`src/design/snd_pkg.sv`:
```
// Shared types and constants for the duplicate-rejecting stack.
// No dependencies. The interfaces, the controller and the top level use it.
`default_nettype none

package snd_pkg;

    localparam int SND_DEPTH      = 16;
    localparam int SND_ITEM_WIDTH = 32;
    localparam int CMD_WIDTH      = 2;
    localparam int VALUE_WIDTH    = 32;

    localparam logic [CMD_WIDTH-1:0] CMD_PUSH = 2'd0;
    localparam logic [CMD_WIDTH-1:0] CMD_POP  = 2'd1;
    localparam logic [CMD_WIDTH-1:0] CMD_PEEK = 2'd2;

    localparam logic STATUS_OK   = 1'b0;
    localparam logic STATUS_FAIL = 1'b1;

    typedef struct packed {
        logic                   status;
        logic                   already_present;
        logic [VALUE_WIDTH-1:0] top_value;
        logic                   is_empty;
    } t_rsp;

endpackage

`default_nettype wire

```
`src/design/snd_cmd_if.sv`:
```
// Command channel of the stack: valid, ready and one command beat.
// Depends on snd_pkg for the field widths.
`default_nettype none

interface snd_cmd_if;
    import snd_pkg::*;

    logic                   valid;
    logic                   ready;
    logic [CMD_WIDTH-1:0]   command;
    logic [VALUE_WIDTH-1:0] item_value;

    modport source (output valid, output command, output item_value, input ready);
    modport sink   (input valid, input command, input item_value, output ready);
endinterface

`default_nettype wire

```
`src/design/snd_rsp_if.sv`:
```
// Response channel of the stack: valid, ready and one result beat.
// Depends on snd_pkg for the field widths.
`default_nettype none

interface snd_rsp_if;
    import snd_pkg::*;

    logic                   valid;
    logic                   ready;
    logic                   status;
    logic                   already_present;
    logic [VALUE_WIDTH-1:0] top_value;
    logic                   is_empty;

    modport source (output valid, output status, output already_present,
                    output top_value, output is_empty, input ready);
    modport sink   (input valid, input status, input already_present,
                    input top_value, input is_empty, output ready);
endinterface

`default_nettype wire

```
`src/design/snd_ram.sv`:
```
// Generic simple dual-port RAM: one write port, one read port, registered read.
// No dependencies.
`default_nettype none

module snd_ram #(
    parameter int WIDTH = 32,
    parameter int DEPTH = 16,
    localparam int AW = (DEPTH > 1) ? $clog2(DEPTH) : 1
) (
    input  wire logic             i_clk,
    input  wire logic             i_wr_en,
    input  wire logic [AW-1:0]    i_wr_addr,
    input  wire logic [WIDTH-1:0] i_wr_data,
    input  wire logic             i_rd_en,
    input  wire logic [AW-1:0]    i_rd_addr,
    output logic      [WIDTH-1:0] o_rd_data
);
    logic [WIDTH-1:0] r_mem [DEPTH];

    always_ff @(posedge i_clk) begin
        if (i_wr_en) begin
            r_mem[i_wr_addr] <= i_wr_data;
        end
        if (i_rd_en) begin
            o_rd_data <= r_mem[i_rd_addr];
        end
    end
endmodule

`default_nettype wire

```
`src/design/snd_ctrl.sv`:
```
// Stack controller: entry count, duplicate search over the entry RAM,
// push, pop and peek decisions, and the registered response beat.
// Depends on snd_pkg, snd_cmd_if and snd_rsp_if.
`default_nettype none

module snd_ctrl #(
    parameter int DEPTH      = snd_pkg::SND_DEPTH,
    parameter int ITEM_WIDTH = snd_pkg::SND_ITEM_WIDTH,
    localparam int AW = (DEPTH > 1) ? $clog2(DEPTH) : 1
) (
    input  wire logic                  i_clk,
    input  wire logic                  i_rst_n,
    snd_cmd_if.sink                    i_cmd,
    snd_rsp_if.source                  o_rsp,
    output logic                       o_wr_en,
    output logic      [AW-1:0]         o_wr_addr,
    output logic      [ITEM_WIDTH-1:0] o_wr_data,
    output logic                       o_rd_en,
    output logic      [AW-1:0]         o_rd_addr,
    input  wire logic [ITEM_WIDTH-1:0] i_rd_data
);
    import snd_pkg::*;

    localparam int CW = $clog2(DEPTH + 1);

    typedef enum logic [1:0] {
        ST_IDLE,
        ST_SEARCH,
        ST_PEEK,
        ST_RESP
    } t_state;

    t_state                r_state, n_state;
    logic [CW-1:0]         r_count, n_count;
    logic [AW-1:0]         r_idx, n_idx;
    logic [ITEM_WIDTH-1:0] r_value, n_value;
    t_rsp                  r_res, n_res;
    t_rsp                  r_out, n_out;
    logic                  r_out_valid, n_out_valid;
    logic                  out_free;

    assign i_cmd.ready = (r_state == ST_IDLE);
    assign out_free    = !r_out_valid || o_rsp.ready;

    always_comb begin
        n_state     = r_state;
        n_count     = r_count;
        n_idx       = r_idx;
        n_value     = r_value;
        n_res       = r_res;
        n_out       = r_out;
        n_out_valid = r_out_valid;
        o_wr_en     = 1'b0;
        o_wr_addr   = r_count[AW-1:0];
        o_wr_data   = r_value;
        o_rd_en     = 1'b0;
        o_rd_addr   = '0;

        if (r_out_valid && o_rsp.ready) begin
            n_out_valid = 1'b0;
        end

        unique case (r_state)
            ST_IDLE: begin
                if (i_cmd.valid) begin
                    n_value               = ITEM_WIDTH'(i_cmd.item_value);
                    n_res.status          = STATUS_FAIL;
                    n_res.already_present = 1'b0;
                    n_res.top_value       = '0;
                    n_res.is_empty        = (r_count == '0);
                    n_state               = ST_RESP;
                    unique case (i_cmd.command)
                        CMD_PUSH: begin
                            if (r_count != '0) begin
                                o_rd_en   = 1'b1;
                                o_rd_addr = '0;
                                n_idx     = '0;
                                n_state   = ST_SEARCH;
                            end else begin
                                o_wr_en        = 1'b1;
                                o_wr_addr      = '0;
                                o_wr_data      = ITEM_WIDTH'(i_cmd.item_value);
                                n_count        = CW'(1);
                                n_res.status   = STATUS_OK;
                                n_res.is_empty = 1'b0;
                            end
                        end
                        CMD_POP: begin
                            if (r_count != '0) begin
                                n_count        = r_count - CW'(1);
                                n_res.status   = STATUS_OK;
                                n_res.is_empty = (r_count == CW'(1));
                            end
                        end
                        CMD_PEEK: begin
                            if (r_count != '0) begin
                                o_rd_en   = 1'b1;
                                o_rd_addr = AW'(r_count - CW'(1));
                                n_state   = ST_PEEK;
                            end
                        end
                        default: begin
                        end
                    endcase
                end
            end
            ST_SEARCH: begin
                if (i_rd_data == r_value) begin
                    n_res.status          = STATUS_OK;
                    n_res.already_present = 1'b1;
                    n_state               = ST_RESP;
                end else if ((CW'(r_idx) + CW'(1)) < r_count) begin
                    o_rd_en   = 1'b1;
                    o_rd_addr = r_idx + AW'(1);
                    n_idx     = r_idx + AW'(1);
                end else if (r_count < CW'(DEPTH)) begin
                    o_wr_en        = 1'b1;
                    n_count        = r_count + CW'(1);
                    n_res.status   = STATUS_OK;
                    n_res.is_empty = 1'b0;
                    n_state        = ST_RESP;
                end else begin
                    n_state = ST_RESP;
                end
            end
            ST_PEEK: begin
                n_res.status    = STATUS_OK;
                n_res.top_value = VALUE_WIDTH'(i_rd_data);
                n_state         = ST_RESP;
            end
            ST_RESP: begin
                if (out_free) begin
                    n_out       = r_res;
                    n_out_valid = 1'b1;
                    n_state     = ST_IDLE;
                end
            end
            default: begin
                n_state = ST_IDLE;
            end
        endcase
    end

    always_ff @(posedge i_clk) begin
        if (!i_rst_n) begin
            r_state     <= ST_IDLE;
            r_count     <= '0;
            r_out_valid <= 1'b0;
        end else begin
            r_state     <= n_state;
            r_count     <= n_count;
            r_out_valid <= n_out_valid;
        end
        r_idx   <= n_idx;
        r_value <= n_value;
        r_res   <= n_res;
        r_out   <= n_out;
    end

    assign o_rsp.valid           = r_out_valid;
    assign o_rsp.status          = r_out.status;
    assign o_rsp.already_present = r_out.already_present;
    assign o_rsp.top_value       = r_out.top_value;
    assign o_rsp.is_empty        = r_out.is_empty;
endmodule

`default_nettype wire

```
`src/design/stack_no_duplicates_top.sv`:
```
// Stack of unique values: push with duplicate search, pop and peek.
// Pop and unused commands are decided in idle; peek first reads the top entry unless the
// stack is empty; push on an empty stack writes at once, and otherwise searches the entry
// RAM one entry per cycle from the bottom, stopping at a match, before it is decided.
// One command is in work at a time; the next is taken once the result is queued.
// Synchronous active-low reset empties the stack; entry contents are not cleared.
`default_nettype none

module stack_no_duplicates_top #(
    parameter int DEPTH      = snd_pkg::SND_DEPTH,
    parameter int ITEM_WIDTH = snd_pkg::SND_ITEM_WIDTH
) (
    input  wire logic i_clk,
    input  wire logic i_rst_n,
    snd_cmd_if.sink   i_cmd,
    snd_rsp_if.source o_rsp
);
    import snd_pkg::*;

    localparam int AW = (DEPTH > 1) ? $clog2(DEPTH) : 1;

    logic                  wr_en;
    logic [AW-1:0]         wr_addr;
    logic [ITEM_WIDTH-1:0] wr_data;
    logic                  rd_en;
    logic [AW-1:0]         rd_addr;
    logic [ITEM_WIDTH-1:0] rd_data;

    snd_ctrl #(
        .DEPTH      (DEPTH),
        .ITEM_WIDTH (ITEM_WIDTH)
    ) u_ctrl (
        .i_clk     (i_clk),
        .i_rst_n   (i_rst_n),
        .i_cmd     (i_cmd),
        .o_rsp     (o_rsp),
        .o_wr_en   (wr_en),
        .o_wr_addr (wr_addr),
        .o_wr_data (wr_data),
        .o_rd_en   (rd_en),
        .o_rd_addr (rd_addr),
        .i_rd_data (rd_data)
    );

    snd_ram #(
        .WIDTH (ITEM_WIDTH),
        .DEPTH (DEPTH)
    ) u_entries (
        .i_clk     (i_clk),
        .i_wr_en   (wr_en),
        .i_wr_addr (wr_addr),
        .i_wr_data (wr_data),
        .i_rd_en   (rd_en),
        .i_rd_addr (rd_addr),
        .o_rd_data (rd_data)
    );
endmodule

`default_nettype wire

```
`src/flat_wrapper.sv`:
```
// flat-port wrapper written by rule: the top's interface ports become plain ports
module stack_no_duplicates_top_flat import snd_pkg::*;
#(
    parameter int DEPTH      = snd_pkg::SND_DEPTH,
    parameter int ITEM_WIDTH = snd_pkg::SND_ITEM_WIDTH
)
  (i_clk, i_rst_n, i_cmd_valid, i_cmd_command, i_cmd_item_value, i_cmd_ready, o_rsp_valid, o_rsp_status, o_rsp_already_present, o_rsp_top_value, o_rsp_is_empty, o_rsp_ready);
  snd_cmd_if i_cmd_i ();
  snd_rsp_if o_rsp_i ();
  input  wire logic i_clk;
  input  wire logic i_rst_n;
  input wire logic [$bits(i_cmd_i.valid)-1:0] i_cmd_valid;
  input wire logic [$bits(i_cmd_i.command)-1:0] i_cmd_command;
  input wire logic [$bits(i_cmd_i.item_value)-1:0] i_cmd_item_value;
  output wire logic [$bits(i_cmd_i.ready)-1:0] i_cmd_ready;
  output wire logic [$bits(o_rsp_i.valid)-1:0] o_rsp_valid;
  output wire logic [$bits(o_rsp_i.status)-1:0] o_rsp_status;
  output wire logic [$bits(o_rsp_i.already_present)-1:0] o_rsp_already_present;
  output wire logic [$bits(o_rsp_i.top_value)-1:0] o_rsp_top_value;
  output wire logic [$bits(o_rsp_i.is_empty)-1:0] o_rsp_is_empty;
  input wire logic [$bits(o_rsp_i.ready)-1:0] o_rsp_ready;
  assign i_cmd_i.valid = i_cmd_valid;
  assign i_cmd_i.command = i_cmd_command;
  assign i_cmd_i.item_value = i_cmd_item_value;
  assign i_cmd_ready = i_cmd_i.ready;
  assign o_rsp_valid = o_rsp_i.valid;
  assign o_rsp_status = o_rsp_i.status;
  assign o_rsp_already_present = o_rsp_i.already_present;
  assign o_rsp_top_value = o_rsp_i.top_value;
  assign o_rsp_is_empty = o_rsp_i.is_empty;
  assign o_rsp_i.ready = o_rsp_ready;
  stack_no_duplicates_top #(.DEPTH(DEPTH), .ITEM_WIDTH(ITEM_WIDTH)) u_core (.i_clk(i_clk), .i_rst_n(i_rst_n), .i_cmd(i_cmd_i), .o_rsp(o_rsp_i));
endmodule
```
`config.mk`:
```
export PLATFORM = sky130hd
export DESIGN_NAME = stack_no_duplicates_top_flat
export DESIGN_NICKNAME = d
export VERILOG_FILES = /design/src/design/snd_pkg.sv /design/src/design/snd_cmd_if.sv /design/src/design/snd_rsp_if.sv /design/src/design/snd_ram.sv /design/src/design/snd_ctrl.sv /design/src/design/stack_no_duplicates_top.sv /design/src/flat_wrapper.sv
export SDC_FILE = /design/constraint.sdc
export NUM_CORES = 1
export LEC_CHECK = 0
export BUFFER_PORTS_ARGS = -buffer_cell sky130_fd_sc_hd__buf_2
export CORE_ASPECT_RATIO = 1.5
export CORE_MARGIN = 4
export CORE_UTILIZATION = 56
export CTS_CLUSTER_SIZE = 12
export DETAILED_ROUTE_END_ITERATION = 10
export GPL_ROUTABILITY_DRIVEN = 0
export PLACE_DENSITY = 0.76
export SETUP_SLACK_MARGIN = 0.02
export SYNTH_ARGS = -nofsm -noshare
export SYNTH_HDL_FRONTEND = slang
export SYNTH_SLANG_ARGS = --single-unit
```
`constraint.sdc`:
```
create_clock -name i_clk -period 4.3 [get_ports i_clk]
set_clock_uncertainty 0.2 [all_clocks]
set_input_delay 0.215 -clock i_clk [delete_from_list [all_inputs] [get_ports i_clk]]
set_output_delay 0.215 -clock i_clk [all_outputs]
set_load 0.05 [all_outputs]
```
==> metrics, run 1 <==
status=finished clean; ant diodes=0; end of the worst register-to-register path=u_core.u_entries.r_mem[0][1]$_DFFE_PP_; die height=276 um; largest net degree at the start of global routing=75; Core Area=47100 um^2; crit-path cells=ha_1 -> ha_1 -> a21boi_1 -> o2111a_1 -> nor2_4 -> nor2_1 -> nand4_1 -> and2_1 -> nor2_4 -> buf_4; CTS tree=done; Post-Route WL=69000 um; f_max=about 240 MHz; vias in the first global route=16345; H-tree depth=2; Reg power frac=0.453; Worst Tran Pin Value=between 1 and 1.5 ns; Max-cap violations=0; Post-DRT Antenna Nets=0; crit-path max cell delay=around 0.95 ns; Clk pwr share=0.248; Worst Path Class, Setup=reg -> reg; Area Overhead vs Synth=13.2%; HP Class=in -> reg; LEAKAGE=10.6 nW; clk sinks=658; CP Max Fanout=27; syn_area_per_cell=15.0 um^2; power density cells=638 nW/um^2; switching share of total power=0.331; worst path required time=between 4 and 5 ns; Hold Startpoint=i_cmd_item_value[25]; Most used DFF post-synth=edfxtp_1; cts bufs inserted=61; synth warn=0; via/cell ratio=6.68; post-synthesis cell area=26800 um^2; initial DRC count=~2500; Startpoint Class=flop; Worst VDD drop=~0.40 mV; Via Count=16784; top cell type's share of synthesized area=0.728; initial core utilization=0.569; DR WL/cell=27.5 um; Worst-path clk slew=0.06 ns; Seq/Total Area, Yosys=0.734; Final Slew Violations=0; nets@finish=1957; clock root buffer master=clkbuf_16; area leader, netlist=edfxtp_1; WHS=around 0.12 ns; reg2reg start=u_core.u_ctrl.r_idx[0]$_SDFFCE_PN0P_; share of post-route cells with drive strength above 1=0.170; DR pass1 iterations=6; post-CTS sizing=0; CP delay by family, top=simple AND/OR/NAND/NOR gates; min cycle time layout=4.12 ns; cell total after placement=2399; first-pass GRT wire length=102000 um; Comb power frac=0.300; CP bufs+invs=1; FFs w/ async S/R, synth=0; # rows=97; clk_lat worst skew=0.62 ns; Post-Syn Instances=1787; final setup fails=0; DRC viols=0; most frequent cell after synthesis=edfxtp_1; fin cells=~2500; # Post-CTS Setup Buffers=0; syn_nets=1839; clk buf depth=3; switching power=approximately 6.4 mW; number of hold buffers added after cts=37; period utilisation layout=0.958; total grt overflow=0; Die ar.=51500 um^2; synth top area cells=edfxtp_1 (73%), nand2_1 (2.3%), and3_1 (2.0%); Post-synth top cells=edfxtp_1 (650), nand2_1 (166), nand3_1 (99); r2r setup slk=0.18 ns; Reg2Reg Depth=10; Die Wd=around 190 um; Fin. Hold Viols=0; Hold Crit Endpoint=u_core.u_ctrl.r_value[25]$_DFFE_PP_; HPWL after detailed placement=about 40000 um; Internal=approximately 13 mW; unrepaired setup endpoints after global routing=false; Synth cell types=62; # IOs=between 70 and 80; Hold Crit Depth=2; cell at the slowest stage of the critical path=nor2_4; Max-slew headroom=0.186; EDFF count, synth=650; Port Buf Inserts=74; Seq cells post-synth=658; Overall Global Routing Usage=0.261; Worst EP arrival=4.23 ns; Worst setup EP type=flop; initial antenna violation count=0
-- cells in the final DEF (no fill, tap or decap), drive strengths merged, types with 2 or more instances in the layout --
master and n:
or2 3, nand4 9, a21o 6, a31oi 71, clkinv 2, o21a 2
nor3 9, edfxtp 650, clkbuf 73, and2 37, nand3 100, o41ai 4
nor2b 4, and3 86, xor2 33, xnor2 4, inv 14, a311oi 2
a211o 54, o31ai 28, a211oi 4, a21boi 2, mux2 32, o21ai 83
a22oi 33, a31o 28, dlygate4sd3 37, and4 3, or4 9, ha 14
buf 139, dfxtp 8, nor2 44, nor4 10, mux2i 31, nand2 168
a21oi 45, a22o 27
-- cell families (layout without fill, tap and decap cells) --
| family | Yosys count | after routing | synth area share |
|---|---|---|---|
| mux | 63 | 63 | 0.0250 |
| buf+inv | 135 | 267 | 0.0228 |
| xor+xnor | 37 | 37 | 0.0121 |
| simple gates | 483 | 483 | 0.0929 |
| fa+ha+maj | 14 | 14 | 0.00653 |
| flops | 658 | 658 | 0.734 |
| compound gates | 397 | 397 | 0.107 |
-- metrics by stage --
stage | TNS [ns] | power, mW | area, um^2 | worst slack (ns) | utilization
floorplan | -60.33 | 12.6 | 26800 | -0.468 | -
global route | 0 | 20.1 | 30400 | 0.0605 | 0.645
CTS | 0 | 19.4 | 30400 | 0.246 | 0.645
finish | 0 | 19.4 | 30400 | 0.180 | 0.645
detailed placement | 0 | 14.6 | 28300 | 0.261 | 0.601
global placement | 0 | 14.4 | 28300 | 0.394 | 0.601
-- power by group through the flow --
| stage | clock [mW] | sequential, mW | combinational [mW] |
|---|---|---|---|
| 6_report | 4.80 | 8.77 | 5.81 |
| 5_1_grt | 5.10 | 8.81 | 6.16 |
| 4_1_cts | 4.84 | 8.76 | 5.75 |
| 3_5_place_dp | 0 | 8.88 | 5.69 |
| 3_3_place_gp | 0 | 8.86 | 5.52 |
| 2_1_floorplan | 0 | 8.90 | 3.67 |
-- registers in the layout, summed over array words and instances, names as in the netlist --
register,count
u_core.u_ctrl.r_value,32
u_core.u_ctrl.o_rsp.valid,1
u_core.u_ctrl.o_rsp.status,1
u_core.u_ctrl.o_rsp.top_value,32
u_core.u_ctrl.r_idx,4
u_core.u_entries.o_rd_data,32
u_core.u_ctrl.r_state,2
u_core.u_ctrl.o_rsp.already_present,1
u_core.u_ctrl.r_res,35
u_core.u_ctrl.o_rsp.is_empty,1
u_core.u_entries.r_mem,512
u_core.u_ctrl.r_count,5
-- final cells by class --
class / instances / area [um^2]
Multi-Input combinational cell: 994 / 6740
Fill cell: 3203 / 16700
Timing Repair Buffer: 176 / 1480
Inverter: 14 / 52.6
Tap cell: 594 / 743
Clock inverter: 4 / 76.3
Clock buffer: 73 / 1590
Sequential cell: 658 / 19700
-- per-layer routing --
layer  track usage  routed length, um
met1         0.332              24200
met2         0.439              34000
met3        0.0419               6960
met4         0.137               3880
met5             0                  0
-- worst max path at each step --
stage	slack [ns]	start	cells past startpoint	to
floorplan	-0.47	u_core.u_ctrl.r_state[0]$_SDFFE_PN0P_	8	u_core.u_entries.r_mem[0][0]$_DFFE_PP_
global placement	0.39	u_core.u_ctrl.r_idx[0]$_SDFFCE_PN0P_	10	u_core.u_entries.r_mem[0][6]$_DFFE_PP_
detailed placement	0.26	u_core.u_ctrl.r_idx[0]$_SDFFCE_PN0P_	10	u_core.u_entries.r_mem[0][6]$_DFFE_PP_
CTS	0.25	u_core.u_ctrl.r_idx[0]$_SDFFCE_PN0P_	10	u_core.u_entries.r_mem[0][6]$_DFFE_PP_
global route	0.06	u_core.u_ctrl.r_idx[0]$_SDFFCE_PN0P_	10	u_core.u_entries.r_mem[0][1]$_DFFE_PP_
finish	0.18	u_core.u_ctrl.r_idx[0]$_SDFFCE_PN0P_	10	u_core.u_entries.r_mem[0][1]$_DFFE_PP_
No activity file was read; power rests on OpenSTA's default activity.
==> run 2, diff against run 1 <==
Settings changed: CORE_UTILIZATION 56 to 54, PLACE_DENSITY 0.76 to 0.73.
==> run 2 against run 1 <==
Die area increased by 3.6%; global-route usage decreased by 0.68 points; cell area increased by 0.19%; sequential power about the same; final cell count increased by 2.7%; non-clock buffer count increased by 5; via count decreased by 1.1%; largest cell class unchanged.
==> metrics, run 2 (same netlist as run 1, synthesis figures left out) <==
initial core utilization=0.548 (was 0.569); Post-DRT Antenna Nets=0 (unchanged); CTS tree=done (unchanged); Setup TNS=0 ns (unchanged); HPWL after detailed placement=40000 um (was 39500 um); status=finished clean (unchanged); Final Slew Violations=0 (unchanged); Worst setup EP type=flop (unchanged); Area Overhead vs Synth=13.5% (was 13.2%); clk_lat worst skew=0.61 ns (was 0.62 ns); initial DRC count=1908 (was 2475); min cycle time layout=4.10 ns (was 4.12 ns); worst path required time=4.45 ns (was 4.41 ns); Worst-path clk slew=0.07 ns (was 0.06 ns); vias in the first global route=16465 (was 16345); # Post-CTS Setup Buffers=0 (unchanged); Port Buf Inserts=74 (unchanged); Max-slew headroom=0.159 (was 0.186); initial antenna violation count=2 (was 0); Finished Core Util=0.622 (was 0.645); final setup fails=0 (unchanged); dpl cell area=28400 um^2 (was 28300 um^2); Largest register FFs=512 (unchanged); Worst Path Class, Setup=reg -> reg (unchanged); most common cell after layout, fill and taps aside=edfxtp_1 (unchanged); Die ar.=53300 um^2 (was 51500 um^2); cts bufs inserted=61 (unchanged); CP Max Fanout=32 (was 27); Worst VDD drop=0.500 mV (was 0.398 mV); Fin. Hold Viols=0 (unchanged); Worst EP arrival=4.25 ns (was 4.23 ns); unrepaired setup endpoints after global routing=false (unchanged); Die Wd=190 um (was 187 um); first-pass GRT wire length=102000 um (about the same); fin area=30400 um^2 (about the same); Post-Route WL=69000 um (about the same); clk sinks=658 (unchanged); LEAKAGE=10.6 nW (about the same); Max-cap violations=0 (unchanged); pre-CTS setup slack=0.229 ns (was 0.261 ns); clock root buffer master=clkbuf_16 (unchanged); Startpoint Class=flop (unchanged); # IOs=75 (unchanged); cell total after placement=2466 (was 2399); die height=281 um (was 276 um); total grt overflow=0 (unchanged); nets@finish=1962 (was 1957); most frequent cells in the layout=edfxtp_1 (650), nand2_1 (165), nand3_1 (98), and3_1 (86), o21ai_0 (79) (unchanged); Overall Global Routing Usage=0.255 (was 0.261); DRC viols=0 (unchanged); H-tree depth=2 (unchanged); fin cells=2582 (was 2513); Worst Tran Pin Value=1.26 ns (was 1.22 ns); power density cells=636 nW/um^2 (was 638 nW/um^2); Core Area=48900 um^2 (was 47100 um^2); HP Class=in -> reg (unchanged); # rows=99 (was 97); DR WL/cell=26.7 um (was 27.5 um); Via Count=16598 (was 16784); Largest regs=u_core.u_entries.r_mem x512, u_core.u_ctrl.r_res x35 (unchanged); clk buf depth=3 (unchanged); final worst slack=0.201 ns (was 0.180 ns); largest net degree at the start of global routing=129 (was 75); period utilisation layout=0.953 (was 0.958); via/cell ratio=6.43 (was 6.68); DR pass1 iterations=7 (was 6); f_max=244 MHz (was 243 MHz); share of post-route cells with drive strength above 1=0.171 (was 0.170); Largest Register=u_core.u_entries.r_mem (unchanged)
[run 2: area by class of cell]
cell class | instances | area, um^2
clock inverters | 4 | 32.5
well taps | 656 | 821
flip-flops and latches | 658 | 19700
multi-input cells | 994 | 6740
diodes | 1 | 2.50
clock buffers | 74 | 1600
repair buffers | 181 | 1500
fillers | 3479 | 18500
inverters | 14 | 52.6
[run 2: power breakdown]
group	switching, mW	total [mW]	internal [mW]	leakage (nW)
clock	2.13	4.70	2.57	0.795
sequential	0.376	8.76	8.38	5.97
combinational	3.93	5.89	1.97	3.82
total	6.43	19.3	12.9	10.6
[run 2: repair_timing]
| item | CTS | global route |
|---|---|---|
| hold buffers | 37 | 0 |
| endpoints found under the setup margin | 0 | 1 |
| endpoints found under the hold margin | 290 | 0 |
| resized for setup | 0 | 1 |
[run 2: stage by stage]
step	total power, mW	hold WS (ns)
after detailed placement	14.7	0.205
after floorplan	12.6	0.114
after global routing	20.1	0.136
after global placement	14.5	0.201
final	19.3	0.137
after CTS	19.4	0.110
[run 2: worst paths after layout]
check,startpoint,to,slack (ns),cells after the start
worst max-delay path,u_core.u_ctrl.r_state[0]$_SDFFE_PN0P_,u_core.u_entries.o_rd_data[26]$_DFFE_PP_,0.20,10
worst min-delay path,i_cmd_item_value[22],u_core.u_ctrl.r_value[22]$_DFFE_PP_,0.14,2
worst max register to register,u_core.u_ctrl.r_state[0]$_SDFFE_PN0P_,u_core.u_entries.o_rd_data[26]$_DFFE_PP_,0.20,10
worst min register to register,u_core.u_ctrl.r_res[13]$_SDFFCE_PN0P_,u_core.u_ctrl.o_rsp.top_value[12]$_DFFE_PP_,0.22,0
[run 2: metal layers]
| metal | routed length (um) | up-vias | track usage |
|---|---|---|---|
| li1 | - | 7179 | - |
| met1 | 24700 | 8241 | 0.325 |
| met2 | 34600 | 972 | 0.436 |
| met3 | 6320 | 204 | 0.0354 |
| met4 | 3380 | 2 | 0.116 |
| met5 | 13 | - | 0 |
[run 2: critical path: stages (launching register included)]
cell and delay, ns:
dfxtp_1 0.34, inv_1 0.11, ha_1 0.39, nand2_1 0.27, inv_2 0.30, nand3_2 0.24
a21oi_1 0.25, a31o_2 0.98, a21oi_1 0.07, a22o_1 0.27, o31ai_2 0.42
